**config.mk**
```make
export PLATFORM = sky130hd
export DESIGN_NAME = sir_div6
export DESIGN_NICKNAME = d
export VERILOG_FILES = /design/src/design/sir_pkg.sv /design/src/design/sir_div6.sv
export SDC_FILE = /design/constraint.sdc
export NUM_CORES = 1
export LEC_CHECK = 0
export BUFFER_PORTS_ARGS = -buffer_cell sky130_fd_sc_hd__buf_2
export CORE_UTILIZATION = 50
export DETAILED_ROUTE_END_ITERATION = 16
export PLACE_DENSITY = 0.7
export SYNTH_ARGS = -nofsm -noshare
export SYNTH_HDL_FRONTEND = slang
export SYNTH_SLANG_ARGS = --single-unit
```
**constraint.sdc**
```tcl
create_clock -name clk -period 8.6 [get_ports clk]
set_clock_uncertainty 0.2 [all_clocks]
set_input_delay 2.58 -clock clk [delete_from_list [all_inputs] [get_ports clk]]
set_output_delay 2.58 -clock clk [all_outputs]
set_load 0.1 [all_outputs]
```
**src/design/sir_pkg.sv**
```systemverilog
package sir_pkg;

    localparam int POP_W   = 32;
    localparam int WIDE_W  = 48;
    localparam int RATE_W  = 40;
    localparam int GAMMA_W = 24;
    localparam int SUM_W   = 56;
    localparam int ACC_W   = 96;
    localparam int CHUNK_W = 16;
    localparam int NCHUNK  = 3;
    localparam int IDX_W   = 3;
    localparam int NIB_W   = 4;
    localparam int NSTEP   = SUM_W / NIB_W;

    typedef enum logic [1:0] {
        SH_12,
        SH_16,
        SH_24,
        SH_40
    } shift_sel_t;

    typedef logic signed [SUM_W-1:0] sum_t;

    localparam logic [IDX_W-1:0] REG_INFECTION = 3'd0;
    localparam logic [IDX_W-1:0] REG_RECOVERY  = 3'd1;
    localparam logic [IDX_W-1:0] REG_STEP      = 3'd2;
    localparam logic [IDX_W-1:0] REG_END       = 3'd3;
    localparam logic [IDX_W-1:0] REG_START_S   = 3'd4;
    localparam logic [IDX_W-1:0] REG_START_I   = 3'd5;
    localparam logic [IDX_W-1:0] REG_START_R   = 3'd6;

    localparam logic [POP_W-1:0] TIME_STEP_RESET = 32'h0001_0000;

    // Clamps a signed value to the unsigned population range.
    function automatic logic [POP_W:0] clamp_pop(input sum_t v);
        logic [POP_W:0] r;
        if (v < 0) begin
            r = {1'b1, {POP_W{1'b0}}};
        end else if (v > sum_t'({POP_W{1'b1}})) begin
            r = {1'b1, {POP_W{1'b1}}};
        end else begin
            r = {1'b0, v[POP_W-1:0]};
        end
        return r;
    endfunction

endpackage

```
**src/design/sir_div6.sv**
```systemverilog
module sir_div6 (
    input  logic                                  clk,
    input  logic                                  rst_n,
    input  logic                                  start,
    input  logic [2:0][sir_pkg::SUM_W-1:0]        sums,
    output logic                                  done,
    output logic [2:0][sir_pkg::SUM_W-1:0]        quots
);
    import sir_pkg::*;

    localparam int STEP_W = $clog2(NSTEP);

    logic [STEP_W-1:0] step_reg;
    logic              busy_reg;
    logic              done_reg;

    function automatic logic [NIB_W+2:0] div6_nib(input logic [2:0] rem,
                                                  input logic [NIB_W-1:0] nib);
        logic [3:0]       r;
        logic [NIB_W-1:0] q;
        r = {1'b0, rem};
        q = '0;
        for (int k = NIB_W - 1; k >= 0; k--) begin
            r = {r[2:0], nib[k]};
            q = {q[NIB_W-2:0], 1'b0};
            if (r >= 4'd6) begin
                r    = r - 4'd6;
                q[0] = 1'b1;
            end
        end
        return {q, r[2:0]};
    endfunction

    for (genvar ln = 0; ln < 3; ln++) begin : g_lane
        logic [SUM_W-1:0] mag_reg;
        logic [SUM_W-1:0] q_reg;
        logic [2:0]       rem_reg;
        logic             neg_reg;
        logic [NIB_W+2:0] nib_out;
        sum_t             s_in;
        logic [SUM_W-1:0] mag_in;

        assign s_in    = sums[ln];
        assign mag_in  = (s_in < 0 ? SUM_W'(-s_in) : SUM_W'(s_in)) + SUM_W'(3);
        assign nib_out = div6_nib(rem_reg, mag_reg[SUM_W-1 -: NIB_W]);
        assign quots[ln] = neg_reg ? SUM_W'(-q_reg) : q_reg;

        always_ff @(posedge clk)
        begin
            if (start) begin
                mag_reg <= mag_in;
                q_reg   <= '0;
                rem_reg <= '0;
                neg_reg <= s_in < 0;
            end else if (busy_reg) begin
                mag_reg <= mag_reg << NIB_W;
                q_reg   <= {q_reg[SUM_W-NIB_W-1:0], nib_out[NIB_W+2:3]};
                rem_reg <= nib_out[2:0];
            end
        end
    end

    assign done = done_reg;

    always_ff @(posedge clk or negedge rst_n)
    begin
        if (!rst_n) begin
            busy_reg <= 1'b0;
            done_reg <= 1'b0;
            step_reg <= '0;
        end else begin
            done_reg <= 1'b0;
            if (start) begin
                busy_reg <= 1'b1;
                step_reg <= '0;
            end else if (busy_reg) begin
                if (step_reg == STEP_W'(NSTEP - 1)) begin
                    busy_reg <= 1'b0;
                    done_reg <= 1'b1;
                end else begin
                    step_reg <= step_reg + 1'b1;
                end
            end
        end
    end

endmodule

```
==> results.md <==
- Run status: finished clean
- R2R Setup Slk: around 5.3 ns
- Worst-path fanout max: 6
- Root Buffer: clkbuf_16
- Die width: approximately 240 µm
- Worst EP required: 5.82 ns
- Hold_ws: about 0.30 ns
- Mapped Cells: ~3.2k
- Rows: between 80 and 90
- Chip height: between 200 and 250 µm
- CP arrival: between 4 and 5 ns
- DRT Pass-1 Iters: 6
- Number of vias in the routed layout: between 20k and 30k
- Synth async-reset ratio: approximately 1.7%
- Maxcap violations: 0
- Antenna violations before repair: 7
- Final ANT Viol Nets: 0
- CTS tree: yes
- Total CTS buffers: about 40
- Endpoints failing setup: 0
- Min Tclk post-route: between 7 and 8 ns
- Critical Path Sink: quots[162]
- H-tree levels: 2
- Unique masters post-synth: 94
- Dpl hpwl: roughly 55 mm
- Synth area leaders: edfxtp_1, dfxtp_1, xnor2_1
- Avg Cell Area, Syn: approximately 8.6 µm²
- Core Footprint: around 54000 µm²
- Vias/cell: between 6 and 7
- Period utilization: between 80% and 90%
- Hold path depth: 2
- First-pass GRT wire length: roughly 120 mm
- Reg2Reg Depth: 3
- Hold Crit Class: flop to flop
- Total Wirelength: roughly 75 mm
- Synth Register Bits: 354
- Setup TNS: 0 ns
- DRC violations left: 0
- Total track usage: a little over a quarter
- Seq/Total Area, Yosys: about 32%
- R2R Path End: g_lane[0].mag_reg[30]
- Cell area power density: between 200 and 300 nW/µm²
- Vias in the first global route: roughly 24k
- Net total in the final layout: 3538
- Hold Violations, Final: 0
- Initial Util: ~50%
- Die area: approximately 55000 µm²
- Yosys warns: 0
- Post-CTS Hold Buffers: 0
- CTS-repair resized insts: 0
- Wire length per cell: between 15 and 20 µm
- RSZ-0062 raised after global routing: false
- Main synth FF type: dfxtp_1
- Measured slew at the worst slew-check pin: about 1.1 ns
- Slew Limit Headroom: a little over a quarter
- Register area: around 9000 µm²
- Max Clock Freq: roughly 140 MHz
- Largest net degree at the start of global routing: 95
- Pleak: approximately 12 nW
- Final Max Slew Viols: 0
- Routability cong.: approximately 0.96
- Worst setup path class: flop to primary output
- Global route overflow: 0
- IO buf count: ~340
- Fillers: 4886
- Multi-input gate area: roughly 17000 µm²
- Cell area after synthesis: 27300 µm²
- Area Overhead vs Synth: 12.1%
- Worst VDD drop: between 0.3 and 0.4 mV
- IO Pins: 340
- Worst Setup SP: g_lane[2].q_reg[11]
- Post-CTS setup buffer count: 0
- Post-synth EDFFs: roughly 170
- Mapped Nets: ~3.3k
- Clock buffer depth: 3
- Clock Sink Count: 354
- Clock Latency Late Sink: about 0.56 ns
- Placed cell count: between 4k and 5k
- R2R Path Start: busy_reg
- Commonest non-fill, non-tap cell in the layout: nor2_1
- Synth area leader: edfxtp_1
- Startpoint types: flop
- Commonest non-fill, non-tap cells in the layout: nor2_1, buf_2, xnor2_1
- Share of layout cells above drive strength 1: a little under a fifth
- CP Capture Type: primary output
- Clock transition at path regs: 0.06 ns
- DRT iter0 DRCs: 1882
- Fin util: 56.8%
- Yosys top cell area share: roughly a fifth
- Fin cells: between 4k and 5k
-- where the power goes --
| group | total (mW) | internal (mW) | leakage [nW] | switching [mW] |
|---|---|---|---|---|
| logic | 3.94 | 0.839 | 8.09 | 3.10 |
| registers | 2.06 | 1.94 | 3.34 | 0.120 |
| clock network | 1.70 | 0.976 | 0.640 | 0.720 |
-- per-stage QoR --
stage	worst slack, ns	total power [mW]	cell area [µm²]
after detailed placement	1.25	6.02	29200
after floorplan	1.42	5.37	27300
final	1.33	7.69	30600
after global routing	1.11	8.00	30600
after global placement	1.28	5.97	29200
after CTS	1.31	7.73	30600
-- layer usage --
layer	routed length, µm	GRT usage [%]	part of all wire [%]	vias to the layer above
li1	-	-	-	12200
met2	35800	43.6	48	809
met4	1710	8.02	2.3	8
met5	50	0	0.066	-
met3	4410	3.87	5.9	124
met1	33400	35.3	44	12100
-- worst min path at each step --
stage,startpoint,end,slack (ns)
4_1_cts,g_lane[2].mag_reg[52],g_lane[2].rem_reg[0],0.30
3_5_place_dp,g_lane[2].mag_reg[52],g_lane[2].rem_reg[0],0.29
2_1_floorplan,g_lane[0].mag_reg[52],g_lane[0].rem_reg[0],0.26
5_1_grt,g_lane[2].mag_reg[47],g_lane[2].mag_reg[51],0.34
6_report,g_lane[2].mag_reg[52],g_lane[2].rem_reg[0],0.30
3_3_place_gp,g_lane[2].mag_reg[52],g_lane[2].rem_reg[0],0.26
-- cell type report --
cell class	instances	area share (%)
diodes	3	0.0246
clock buffers	55	3.76
well taps	696	2.85
flip-flops and latches	354	28.9
inverters	54	0.680
repair buffers	376	6.49
multi-input cells	2532	56.8
clock inverters	20	0.516
-- cells in the mapped netlist, types with 8 or more instances --
master     number
and2_1         17
xnor2_1       307
nor2b_1        26
a41oi_1        14
or3_1          74
a21oi_1        62
buf_1          25
nand3b_1       12
clkbuf_1      181
o31ai_1        95
o21ai_0       144
nand4b_1        9
ha_1            8
a31oi_1        32
a211oi_1       25
a31o_2         11
o211ai_1       18
and4_1         16
nand2b_1       45
edfxtp_1      171
nor4_2          8
nor2_1        351
nand4_1        56
inv_1          53
or4_1          71
a2111oi_0       8
o31a_1          9
nor3b_1        12
dfxtp_1       177
and3_1         18
nand2_1       195
nor4_1         71
mux2_2        105
o41ai_1        67
mux2i_1       177
nor4b_1         9
nor3_1        103
xor2_1        112
or2_2          30
nand3_1        81
o22ai_1        11
-- cell families (layout without fill, tap and decap cells) --
| family | Yosys count | count (layout) | synth area share [%] |
|---|---|---|---|
| simple gates | 1229 | 1229 | 23.7 |
| xor+xnor | 419 | 419 | 13.5 |
| buf+inv | 275 | 505 | 3.98 |
| compound gates | 594 | 594 | 15.3 |
| mux | 282 | 282 | 10.8 |
| flops | 354 | 354 | 32.4 |
| other cells | 0 | 3 | 0 |
| fa+ha+maj | 8 | 8 | 0.367 |
-- critical path, cell delays in order (launching register included) --
cell and delay (ns):
dfxtp_1 0.37, or4_1 0.60, nor4_1 0.33, nand4_1 0.24
or3_1 0.45, nand2b_1 0.25, nand3b_1 0.27, or3_1 0.45
o41ai_1 0.35, xnor2_1 0.16, buf_2 0.44
Power figures use the tool's default switching activity.
