--- src/design/sir_pkg.sv ---
package sir_pkg;

    localparam int POP_W   = 32;
    localparam int WIDE_W  = 48;
    localparam int RATE_W  = 40;
    localparam int GAMMA_W = 24;
    localparam int SUM_W   = 56;
    localparam int ACC_W   = 96;
    localparam int CHUNK_W = 16;
    localparam int NCHUNK  = 3;
    localparam int IDX_W   = 3;
    localparam int NIB_W   = 4;
    localparam int NSTEP   = SUM_W / NIB_W;

    typedef enum logic [1:0] {
        SH_12,
        SH_16,
        SH_24,
        SH_40
    } shift_sel_t;

    typedef logic signed [SUM_W-1:0] sum_t;

    localparam logic [IDX_W-1:0] REG_INFECTION = 3'd0;
    localparam logic [IDX_W-1:0] REG_RECOVERY  = 3'd1;
    localparam logic [IDX_W-1:0] REG_STEP      = 3'd2;
    localparam logic [IDX_W-1:0] REG_END       = 3'd3;
    localparam logic [IDX_W-1:0] REG_START_S   = 3'd4;
    localparam logic [IDX_W-1:0] REG_START_I   = 3'd5;
    localparam logic [IDX_W-1:0] REG_START_R   = 3'd6;

    localparam logic [POP_W-1:0] TIME_STEP_RESET = 32'h0001_0000;

    // Clamps a signed value to the unsigned population range.
    function automatic logic [POP_W:0] clamp_pop(input sum_t v);
        logic [POP_W:0] r;
        if (v < 0) begin
            r = {1'b1, {POP_W{1'b0}}};
        end else if (v > sum_t'({POP_W{1'b1}})) begin
            r = {1'b1, {POP_W{1'b1}}};
        end else begin
            r = {1'b0, v[POP_W-1:0]};
        end
        return r;
    endfunction

endpackage

--- src/design/sir_mul.sv ---
module sir_mul (
    input  logic                         clk,
    input  logic                         rst_n,
    input  logic                         start,
    input  logic [sir_pkg::WIDE_W-1:0]   a,
    input  logic [sir_pkg::RATE_W-1:0]   b,
    input  sir_pkg::shift_sel_t          shift_sel,
    output logic                         done,
    output logic [sir_pkg::WIDE_W-1:0]   result
);
    import sir_pkg::*;

    localparam int CNT_W = $clog2(NCHUNK);

    logic [WIDE_W-1:0]          a_reg;
    logic [NCHUNK*CHUNK_W-1:0]  b_reg;
    shift_sel_t                 sel_reg;
    logic [ACC_W-1:0]           acc_reg;
    logic [CNT_W-1:0]           cnt_reg;
    logic                       busy_reg;
    logic                       done_reg;

    logic [CHUNK_W-1:0]         chunk;
    logic [WIDE_W+CHUNK_W-1:0]  prod;
    logic [ACC_W-1:0]           prod_shifted;
    logic [ACC_W-1:0]           round_init;
    logic [ACC_W-1:0]           shifted;

    assign chunk        = b_reg[cnt_reg*CHUNK_W +: CHUNK_W];
    assign prod         = a_reg * chunk;
    assign prod_shifted = ACC_W'(prod) << (cnt_reg * CHUNK_W);

    always_comb
    begin
        case (shift_sel)
            SH_12:   round_init = ACC_W'(1) << 11;
            SH_16:   round_init = ACC_W'(1) << 15;
            SH_24:   round_init = ACC_W'(1) << 23;
            default: round_init = ACC_W'(1) << 39;
        endcase
    end

    always_comb
    begin
        case (sel_reg)
            SH_12:   shifted = acc_reg >> 12;
            SH_16:   shifted = acc_reg >> 16;
            SH_24:   shifted = acc_reg >> 24;
            default: shifted = acc_reg >> 40;
        endcase
    end

    assign result = (|shifted[ACC_W-1:WIDE_W]) ? {WIDE_W{1'b1}} : shifted[WIDE_W-1:0];
    assign done   = done_reg;

    always_ff @(posedge clk or negedge rst_n)
    begin
        if (!rst_n) begin
            busy_reg <= 1'b0;
            done_reg <= 1'b0;
            cnt_reg  <= '0;
        end else begin
            done_reg <= 1'b0;
            if (start) begin
                busy_reg <= 1'b1;
                cnt_reg  <= '0;
            end else if (busy_reg) begin
                if (cnt_reg == CNT_W'(NCHUNK - 1)) begin
                    busy_reg <= 1'b0;
                    done_reg <= 1'b1;
                end else begin
                    cnt_reg <= cnt_reg + 1'b1;
                end
            end
        end
    end

    always_ff @(posedge clk)
    begin
        if (start) begin
            a_reg   <= a;
            b_reg   <= (NCHUNK*CHUNK_W)'(b);
            sel_reg <= shift_sel;
            acc_reg <= round_init;
        end else if (busy_reg) begin
            acc_reg <= acc_reg + prod_shifted;
        end
    end

endmodule

--- config.mk ---
export PLATFORM = sky130hd
export DESIGN_NAME = sir_mul
export DESIGN_NICKNAME = d
export VERILOG_FILES = /design/src/design/sir_pkg.sv /design/src/design/sir_mul.sv
export SDC_FILE = /design/constraint.sdc
export NUM_CORES = 2
export LEC_CHECK = 0
export CELL_PAD_IN_SITES_DETAIL_PLACEMENT = 1
export CELL_PAD_IN_SITES_GLOBAL_PLACEMENT = 2
export CORE_UTILIZATION = 43
export DETAILED_ROUTE_END_ITERATION = 12
export DONT_BUFFER_PORTS = 1
export HOLD_SLACK_MARGIN = 0.02
export PLACE_DENSITY_LB_ADDON = 0.1
export SLEW_MARGIN = 25
export SYNTH_ARGS = -nofsm -noshare
export SYNTH_HDL_FRONTEND = slang
export SYNTH_SLANG_ARGS = --single-unit
--- constraint.sdc ---
create_clock -name clk -period 14.85 [get_ports clk]
set_clock_uncertainty 0.15 [all_clocks]
set_input_delay 1.485 -clock clk [delete_from_list [all_inputs] [get_ports clk]]
set_output_delay 1.485 -clock clk [all_outputs]
set_load 0.01 [all_outputs]
==> metrics.md <==
| Metric | Value |
|---|---|
| Total Routed Length | `around 130000 um` |
| Core Area | `0.09015 mm2` |
| Total GRT Usage | `30.02%` |
| Skew-Pair Late Insertion Delay | `0.56 ns` |
| Num CTS Buffers | `17` |
| R2r endpoint | `acc_reg[90]` |
| Die area | `0.09232 mm2` |
| Synth warn | `0` |
| DRC errors left | `0` |
| Number of flip-flops in the largest register | `96` |
| Layout area overhead | `3.759%` |
| WL/cell | `between 20 and 25 um` |
| Vias/cell | `5.704` |
| Initial Util | `between 40% and 50%` |
| Cell count after placement | `5374` |
| First-pass GRT wire length | `approximately 210000 um` |
| Number of global-route vias before repair | `33200` |
| Worst Setup EP | `acc_reg[90]` |
| Setup-failing EPs final | `0` |
| Nets | `5185` |
| Yosys cell types | `slightly below 90` |
| CP endpoint kind | `flop` |
| CTS root buffer | `clkbuf_16` |
| Yosys top cell area share | `between 30 and 40%` |
| Antenna violation net count after detailed routing | `0` |
| CTS max path bufs | `2` |
| Flops & latches, synth | `190` |
| Non-Filler Instances | `approximately 5400` |
| R2R Setup Slk | `2.24 ns` |
| Synth Cell Area | `roughly 0.04 mm2` |
| Arrival @ worst endpoint | `12.76 ns` |
| Synth async-reset ratio | `under 10%` |
| Min-Delay Path Class | `in2async` |
| CTS clk-pin slew, worst paths | `0.09 ns` |
| Row cnt | `between 100 and 150` |
| Period minus WS final | `12.61 ns` |
| Die X | `approximately 300 um` |
| Layout cell share with drive strength beyond 1 | `around 5.6%` |
| Detailed Route Iter0 Violations | `between 2000 and 2500` |
| Tcrit/Tclk final | `between 80% and 90%` |
| Clock sink count | `190` |
| IO Count | `142` |
| Final HPWL DP | `~110000 um` |
| CP most frequent cell | `fa_1` |
| Mapped Avg Cell Area | `just under 9 um2` |
| Sequential fraction of the synthesis area | `~15%` |
| Place WS | `between 2 and 2.5 ns` |
| Drt first pass iters | `5` |
| Crit-path max FO | `44` |
| CTS tree | `built` |
| Hold Fails Final Rpt | `0` |
| Die H | `between 300 and 400 um` |
| Max Clk Rate | `79.29 MHz` |
| Initial antenna violation count | `0` |
| Worst R2R Start | `cnt_reg[1]` |
| # hold bufs at CTS | `0` |
| Largest net degree at the start of global routing | `200` |
| Syn_nets | `around 5400` |
| GRT Residual Overflow | `0` |
| R2R depth | `45` |
| RSZ-0062 raised after global routing | `false` |
| Worst-margin pin slew | `1.078 ns` |
| Total negative slack | `0 ns` |
| Worst Setup Start Kind | `flop` |
| GPL Wtd Cong | `around 0.94` |
| Status | `finished clean` |
| H-tree levels | `4` |
| Final Max Tran Viols | `0` |
| CP max stage delay | `0.67 ns` |
| Setup CP Type | `reg2reg` |
| EDFF count, synth | `about 190` |
| Final setup margin | `roughly 2.2 ns` |
| Via count | `between 30000 and 40000` |
| Number of cells upsized or downsized after cts | `0` |
| Critical path origin | `cnt_reg[1]` |
| Gate Count Post-Synth | `4423` |
| Post CTS Setup Buffer Count | `0` |
| Max_cap viols | `0` |
| Top cells by area, synth | `fa_1 (33%), edfxtp_1 (14%), ha_1 (7.4%)` |
| Most used flip-flop cell after synthesis | `edfxtp_1` |
| Synth area leader | `fa_1` |
| Slowest-stage cell, CP | `dfrtp_4` |
| Worst Path Required | `15.00 ns` |
| Port Buf Inserts | `0` |
| Rel. slew slack | `27.44%` |
-- Yosys cell counts (all sizes together), types with 5 or more instances --
cell / count
mux2i: 38
o31a: 8
and4: 8
clkbuf: 223
a211oi: 13
a21o: 102
fa: 643
a22o: 12
o21bai: 40
or3: 7
ha: 232
a41oi: 8
mux2: 16
nand4: 58
o31ai: 11
nand2b: 15
o21a: 11
o211ai: 10
a31oi: 17
o221ai: 5
nand2: 703
and2: 262
edfxtp: 186
buf: 32
a221o: 5
a21oi: 213
nor2: 228
and3: 16
mux4: 50
a31o: 5
nand3: 31
or2: 57
xor2: 59
o41ai: 6
xnor2: 88
a21boi: 5
inv: 757
nor4: 15
nor3: 26
nor2b: 21
o22ai: 14
o21ai: 123
-- worst min-delay path by stage --
stage | startpoint | to | slack (ns) | cells after the start
2_1_floorplan | busy_reg | done | 0.32 | 2
3_3_place_gp | busy_reg | done | 0.46 | 2
3_5_place_dp | busy_reg | done | 0.48 | 2
4_1_cts | rst_n | cnt_reg[1] | 0.43 | 0
5_1_grt | rst_n | cnt_reg[0] | 0.45 | 0
6_report | rst_n | busy_reg | 0.48 | 0
-- cells in the final DEF, fill, tap and decap left out, types with 50 or more instances in the layout --
cell,count
a21o_1,102
a21oi_1,210
and2_1,261
edfxtp_1,186
fa_1,643
ha_1,232
inv_1,756
mux4_2,50
nand2_1,702
nand4_1,57
nor2_1,220
o21ai_0,108
or2_2,56
xnor2_1,88
xor2_1,59
-- metal layers --
metal / up-vias / global-route usage [%] / part of all wire [%]
li1: 13650 / - / -
met1: 16190 / 41.34 / 45
met2: 826 / 49.26 / 48
met3: 170 / 4.039 / 4.9
met4: 0 / 8.972 / 2.8
met5: - / 0 / 0
-- logic make-up (layout without fill, tap and decap cells) --
| group | count (synthesis) | after routing | share of synthesized area [%] |
|---|---|---|---|
| buffers and inverters | 1013 | 819 | 9.760 |
| other | 0 | 1 | 0 |
| DFF | 190 | 190 | 14.51 |
| muxes | 104 | 104 | 4.305 |
| AOI/OAI and AO/OA | 638 | 638 | 10.57 |
| and+or+nand+nor | 1456 | 1456 | 17.30 |
| xor gates and xnor gates | 147 | 147 | 3.286 |
| adders and majority gates | 875 | 875 | 40.26 |
-- critical path, delay by kind of cell, from the launching register on --
family | cells | cell delay, ns
xor+xnor | 1 | 0.19
compound gates | 18 | 3.57
simple gates | 7 | 1.25
fa+ha+maj | 8 | 4.09
buf+inv | 9 | 1.56
flops | 1 | 0.67
mux | 2 | 0.85
-- through the flow --
step | hold WS, ns | util [%] | cell area (um2)
after floorplan | 0.3243 | - | 39180
final | 0.4760 | 45.09 | 40650
after CTS | 0.4278 | 45.09 | 40650
after global routing | 0.4515 | 45.09 | 40650
after global placement | 0.4636 | 44.44 | 40060
after detailed placement | 0.4751 | 44.44 | 40060
-- layout make-up --
class / instances / area (um2)
Fill cell: 10470 / 49500
Multi-Input combinational cell: 3220 / 29830
Sequential cell: 190 / 5690
Inverter: 758 / 2845
Tap cell: 1176 / 1471
Clock buffer: 18 / 429.2
Timing Repair Buffer: 30 / 225.2
Clock inverter: 13 / 156.4
Antenna cell: 1 / 2.502
Power is not shown: default switching activity piles up to over one toggle a cycle in this logic, so the estimate is an artifact.
